[src/hw/rtl/set_associative_lru_cache_model_top_assert.svh]
// Assertion macros for the set-associative LRU cache model.
// Used by set_associative_lru_cache_model_top; needs clock and reset in scope.
`ifndef SET_ASSOCIATIVE_LRU_CACHE_MODEL_TOP_ASSERT_SVH
`define SET_ASSOCIATIVE_LRU_CACHE_MODEL_TOP_ASSERT_SVH

`define SLRU_ASSERT_NOW(lbl, ante, cons) \
   lbl: assert property (@(posedge clock) disable iff (reset) (ante) |-> (cons)) \
      else $error("cache assertion failed in the same cycle");

`define SLRU_ASSERT_NEXT(lbl, ante, cons) \
   lbl: assert property (@(posedge clock) disable iff (reset) (ante) |=> (cons)) \
      else $error("cache assertion failed in the next cycle");

`endif

[src/hw/rtl/slru_pkg.sv]
// Package for the set-associative LRU cache model: sizes, codes and payload types.
// Used by slru_way_sel and set_associative_lru_cache_model_top; depends on nothing.
`timescale 1ns / 1ps

package slru_pkg;

   localparam int MAX_SET_BITS = 6;
   localparam int MAX_WAYS     = 8;

   localparam int SETS       = 1 << MAX_SET_BITS;
   localparam int SET_W      = MAX_SET_BITS;
   localparam int WAY_W      = (MAX_WAYS > 1) ? $clog2(MAX_WAYS) : 1;
   localparam int WAYCNT_W   = $clog2(MAX_WAYS + 1);
   localparam int SB_W       = $clog2(MAX_SET_BITS + 1);
   localparam int TAG_W      = 62;
   localparam int TIME_W     = 32;
   localparam int COUNT_W    = 32;
   localparam int ADDR_W     = 64;
   localparam int BB_W       = 6;
   localparam int BB_MAX     = 32;
   localparam int CSR_INDEX_W = 2;
   localparam int CSR_DATA_W  = 6;

   typedef enum logic [1:0] {
      ACT_LOAD   = 2'd0,
      ACT_STORE  = 2'd1,
      ACT_MODIFY = 2'd2,
      ACT_FETCH  = 2'd3
   } action_type;

   typedef enum logic [1:0] {
      OUT_HIT   = 2'd0,
      OUT_FILL  = 2'd1,
      OUT_EVICT = 2'd2
   } outcome_type;

   typedef enum logic [CSR_INDEX_W-1:0] {
      CSR_SET_BITS   = 2'd0,
      CSR_BLOCK_BITS = 2'd1,
      CSR_WAYS       = 2'd2
   } csr_index_type;

   typedef enum logic {
      ST_IDLE,
      ST_LOOKUP
   } state_type;

   typedef struct packed {
      action_type        action;
      logic [ADDR_W-1:0] address;
   } req_type;

   typedef struct packed {
      outcome_type        outcome;
      logic               extra_hit;
      logic [COUNT_W-1:0] total_hits;
      logic [COUNT_W-1:0] total_misses;
      logic [COUNT_W-1:0] total_evictions;
   } rsp_type;

   typedef struct packed {
      logic              valid;
      logic [TAG_W-1:0]  tag;
      logic [TIME_W-1:0] last_use;
   } line_type;

   typedef line_type [MAX_WAYS-1:0] row_type;

   typedef struct packed {
      logic             hit;
      logic [WAY_W-1:0] hit_way;
      logic             free;
      logic [WAY_W-1:0] victim;
   } sel_type;

endpackage

[src/hw/rtl/slru_way_sel.sv]
// Way selection for one cache set: tag match and least-recently-used victim choice.
// Depends on slru_pkg.
`timescale 1ns / 1ps

module slru_way_sel import slru_pkg::*; (
   input  row_type              row,
   input  logic [TAG_W-1:0]     tag,
   input  logic [WAYCNT_W-1:0]  ways_used,
   output sel_type              sel
);

   logic [TIME_W-1:0] best_use;

   always_comb begin
      sel      = '0;
      best_use = '0;
      for (int w = 0; w < MAX_WAYS; w++) begin
         if (!sel.hit && (w < int'(ways_used)) && row[w].valid && (row[w].tag == tag)) begin
            sel.hit     = 1'b1;
            sel.hit_way = WAY_W'(w);
         end
      end
      for (int w = 0; w < MAX_WAYS; w++) begin
         if ((w < int'(ways_used)) && !sel.free) begin
            if (!row[w].valid) begin
               sel.free   = 1'b1;
               sel.victim = WAY_W'(w);
            end else if ((w == 0) || (row[w].last_use < best_use)) begin
               sel.victim = WAY_W'(w);
               best_use   = row[w].last_use;
            end
         end
      end
   end

endmodule

[config.mk]
export PLATFORM = sky130hd
export DESIGN_NAME = slru_way_sel
export DESIGN_NICKNAME = d
export VERILOG_FILES = /design/src/hw/rtl/set_associative_lru_cache_model_top_assert.svh /design/src/hw/rtl/slru_pkg.sv /design/src/hw/rtl/slru_way_sel.sv
export SDC_FILE = /design/constraint.sdc
export NUM_CORES = 1
export LEC_CHECK = 0
export BUFFER_PORTS_ARGS = -buffer_cell sky130_fd_sc_hd__buf_2
export CELL_PAD_IN_SITES_DETAIL_PLACEMENT = 1
export CELL_PAD_IN_SITES_GLOBAL_PLACEMENT = 1
export CORE_AREA = 3 3 323 325
export DETAILED_ROUTE_END_ITERATION = 16
export DIE_AREA = 0 0 326 328
export PLACE_DENSITY = 0.47
export SYNTH_ARGS = -nofsm -noshare
export SYNTH_HDL_FRONTEND = slang
export SYNTH_SLANG_ARGS = --single-unit
[constraint.sdc]
create_clock -name vclk -period 31.9
set_input_delay 6.38 -clock vclk [all_inputs]
set_output_delay 6.38 -clock vclk [all_outputs]
set_load 0.005 [all_outputs]
==> results.json <==
{
  "fin_crit_sh_pct": 97.0,
  "start_util_pct": 13.7,
  "power.internal_w": 0.000155,
  "rows": 117,
  "synthToLayoutAreaGrowth_pct": 50.1,
  "seq_cells": 0,
  "slew_violations": 0,
  "vias_per_cell": 4.50,
  "grt_use_total_pct": 21.3,
  "antenna_found_initial": 38,
  "hold_violations": 0,
  "ys_seq_area_share_pct": 0,
  "wl_met1_mm": 44.3,
  "crit_path_start": "ways_used[2]",
  "synth_fp_nets": 3000,
  "crit_arrival_ns": 24.55,
  "whs_endpoint": "sel[3]",
  "clockPowerShare_pct": 0,
  "switching_power_w": 0.000215,
  "grt_max_degree": 40,
  "critical_path_class": "primary input to output port",
  "grt-ovfl-total": 0,
  "routed-via-count": 18800,
  "synth_area_sq_mm": 0.0139,
  "fmax_mhz": 32.3,
  "final_layout_size_suffix_gt1_share_pct": 38.5,
  "post-dp-hpwl_mm": 110,
  "design_area_sq_mm": 0.0209,
  "nets": 3843,
  "slowest_stage": "or4b_2",
  "first_pass_iters": 5,
  "startpoint_type": "primary input",
  "crit_top_cell": "ha_1",
  "port-buffer-count": 834,
  "core_region_area_sq_mm": 0.102,
  "placed_area_sq_mm": 0.0199,
  "regArea_sq_um": 0,
  "status": "completed",
  "ant_nets": 0,
  "setup_viol": 0,
  "ir_drop_uv": 16.5,
  "path_max_fanout": 19,
  "switching_share_pct": 58.1,
  "grt_first_pass_wirelength_mm": 160,
  "drc_errors": 0,
  "min-delay-start": "row[759]",
  "route.met2.wl_mm": 66.4,
  "worst_slack_ns": 0.972,
  "maxCapViolCount": 0,
  "p_seq_share_pct": 0,
  "worst_pin_slew_ns": 0.944,
  "yosys_warnings": 0,
  "postRouteWirelength_mm": 122,
  "synth_cell_types": 67,
  "syn_inst": 1961,
  "maxUsedRoutingLayer": "met5",
  "die_x_um": 326,
  "hold_class": "primary input to output port",
  "critPathRequiredTime_ns": 25.52,
  "end_kind": "output port",
  "chipHeight_um": 328,
  "io_pins": 834,
  "total_leakage_power_nw": 9.88,
  "drt_iter0_markers": 889,
  "total_power_w": 0.000370,
  "wl_per_cell_um": 29.2,
  "period_needed_ns": 30.93,
  "place_congestion": 0.901,
  "fin_hold_ws_ns": 13.05,
  "syn_avg_cell_area_sq_um": 7.11,
  "grt_pass1_vias": 20200,
  "hold_depth": 3,
  "slew_headroom_pct": 36.5,
  "combPwrFrac_pct": 100.0,
  "preCtsSetupSlack_ns": -0.738,
  "clkbuf_count": 0,
  "power.density_mw_per_mm2": 17.7,
  "slowest_delay_ns": 0.67,
  "met3_wirelength_mm": 5.38,
  "die_area_sq_mm": 0.107
}
-- worst max-delay path: cells and delay by family --
family | cells | cell delay [ns]
adders and majority gates | 7 | 1.73
and+or+nand+nor | 22 | 3.62
AOI/OAI and AO/OA | 48 | 9.34
buffers and inverters | 17 | 2.51
muxes | 3 | 0.91
-- per-stage QoR --
stage               utilization (%)  cells  TNS, ns
floorplan                         -   1961        0
global placement               19.5   4114    -1.06
detailed placement             19.5   4114    -2.15
CTS                            19.6   4115        0
global route                   20.6   4174   -0.421
finish                         20.6   4183        0
-- area by class of cell --
cell class,count,area [sq um]
tap,1368,1710
multi-input combinational,1656,13300
fill,12600,80800
timing repair buffer,940,5160
antenna,13,32.5
inverter,206,773
-- placed cells by master (no fill, tap or decap), types with 6 or more instances in the layout --
cell       count
a22oi_1       11
buf_12         6
a21oi_1       97
a21oi_2       12
nor2b_1       23
inv_1        206
nand3_1       23
clkbuf_16      6
xor2_1       281
nand2_1       99
mux2_2        51
nand4_1       91
o21ai_2        9
mux2i_2        6
o211ai_1       8
o22ai_1       36
buf_4         87
mux2i_1       17
a211oi_1      14
o221ai_1       6
o21ai_0       68
mux2_1        19
a221oi_1      23
nand2b_1      18
xnor2_1      118
o2bb2ai_1     12
a21o_1        34
buf_2        837
nor2_1       100
nor4_1        82
or3_1          6
ha_1         212
diode_2       13
o21ai_1       21
and4_1         7
or4_1          7
nor3_1        23
-- worst max-delay path by stage --
stage                     slack (ns)  cells past startpoint  endpoint
after floorplan                 0.86                     99    sel[1]
after global placement         -0.36                     92    sel[1]
after detailed placement       -0.74                     97    sel[1]
after CTS                       0.03                     96    sel[1]
after global routing           -0.16                    102    sel[1]
final                           0.97                     97    sel[1]
-- power by group through the flow --
stage / Sequential, W / Clock [W] / Combinational (W)
after detailed placement: 0 / 0 / 0.000352
after CTS: 0 / 0 / 0.000356
final: 0 / 0.0000000000553 / 0.000370
after global placement: 0 / 0 / 0.000352
after floorplan: 0 / 0 / 0.000183
after global routing: 0 / 0.0000000000169 / 0.000407
-- cell usage after synthesis (5+ instances only) --
cell,n,area share [%]
xor2_1,281,18
ha_1,213,19
inv_1,206,5.5
xnor2_1,118,7.4
a21oi_1,113,4.1
nor2_1,106,2.9
nand2_1,100,2.7
o21ai_0,98,3.5
nand4_1,91,4.1
nor4_1,86,3.9
clkbuf_1,77,2.1
mux2_2,51,4.1
o22ai_1,38,1.7
a21o_1,36,1.9
a221oi_1,27,1.7
mux2i_1,26,1.9
nor3_1,25,0.90
nand3_1,24,0.86
nor2b_1,23,1.0
mux2_1,19,1.5
nand2b_1,18,0.81
a211oi_1,16,0.86
o2bb2ai_1,12,0.75
a22oi_1,11,0.59
buf_1,10,0.27
buf_2,10,0.36
o211ai_1,8,0.43
and4_1,7,0.44
o221ai_1,7,0.44
or4_1,7,0.38
a31oi_1,6,0.27
a32oi_1,6,0.38
o2111ai_1,6,0.38
or3_1,6,0.27
a2111oi_0,5,0.31
a221o_1,5,0.36
o211a_1,5,0.36
-- what timing repair did --
| action | in CTS | in global routing |
|---|---|---|
| setup endpoints to repair | 3 | 3 |
| cloned | 0 | 9 |
| pin swaps | 2 | 31 |
| hold buffers | 0 | 0 |
| resized for setup | 18 | 114 |
| setup buffers | 1 | 47 |
-- layer usage --
| metal | up-vias | global-route usage [%] |
|---|---|---|
| li1 | 8789 | - |
| met1 | 9134 | 21.8 |
| met2 | 703 | 43.6 |
| met3 | 201 | 2.86 |
| met4 | 12 | 7.31 |
| met5 | - | 0 |
-- cells by family after synthesis --
| family | count (synthesis) | share of synthesized area, % |
|---|---|---|
| AND/OR/NAND/NOR | 512 | 19.2 |
| AO/OA/AOI/OAI | 435 | 20.7 |
| XOR/XNOR | 399 | 25.1 |
| multiplexers | 96 | 7.52 |
| buffers and inverters | 306 | 8.41 |
| adder cells (fa/ha/maj) | 213 | 19.1 |
(Power assumes the default switching activity.)
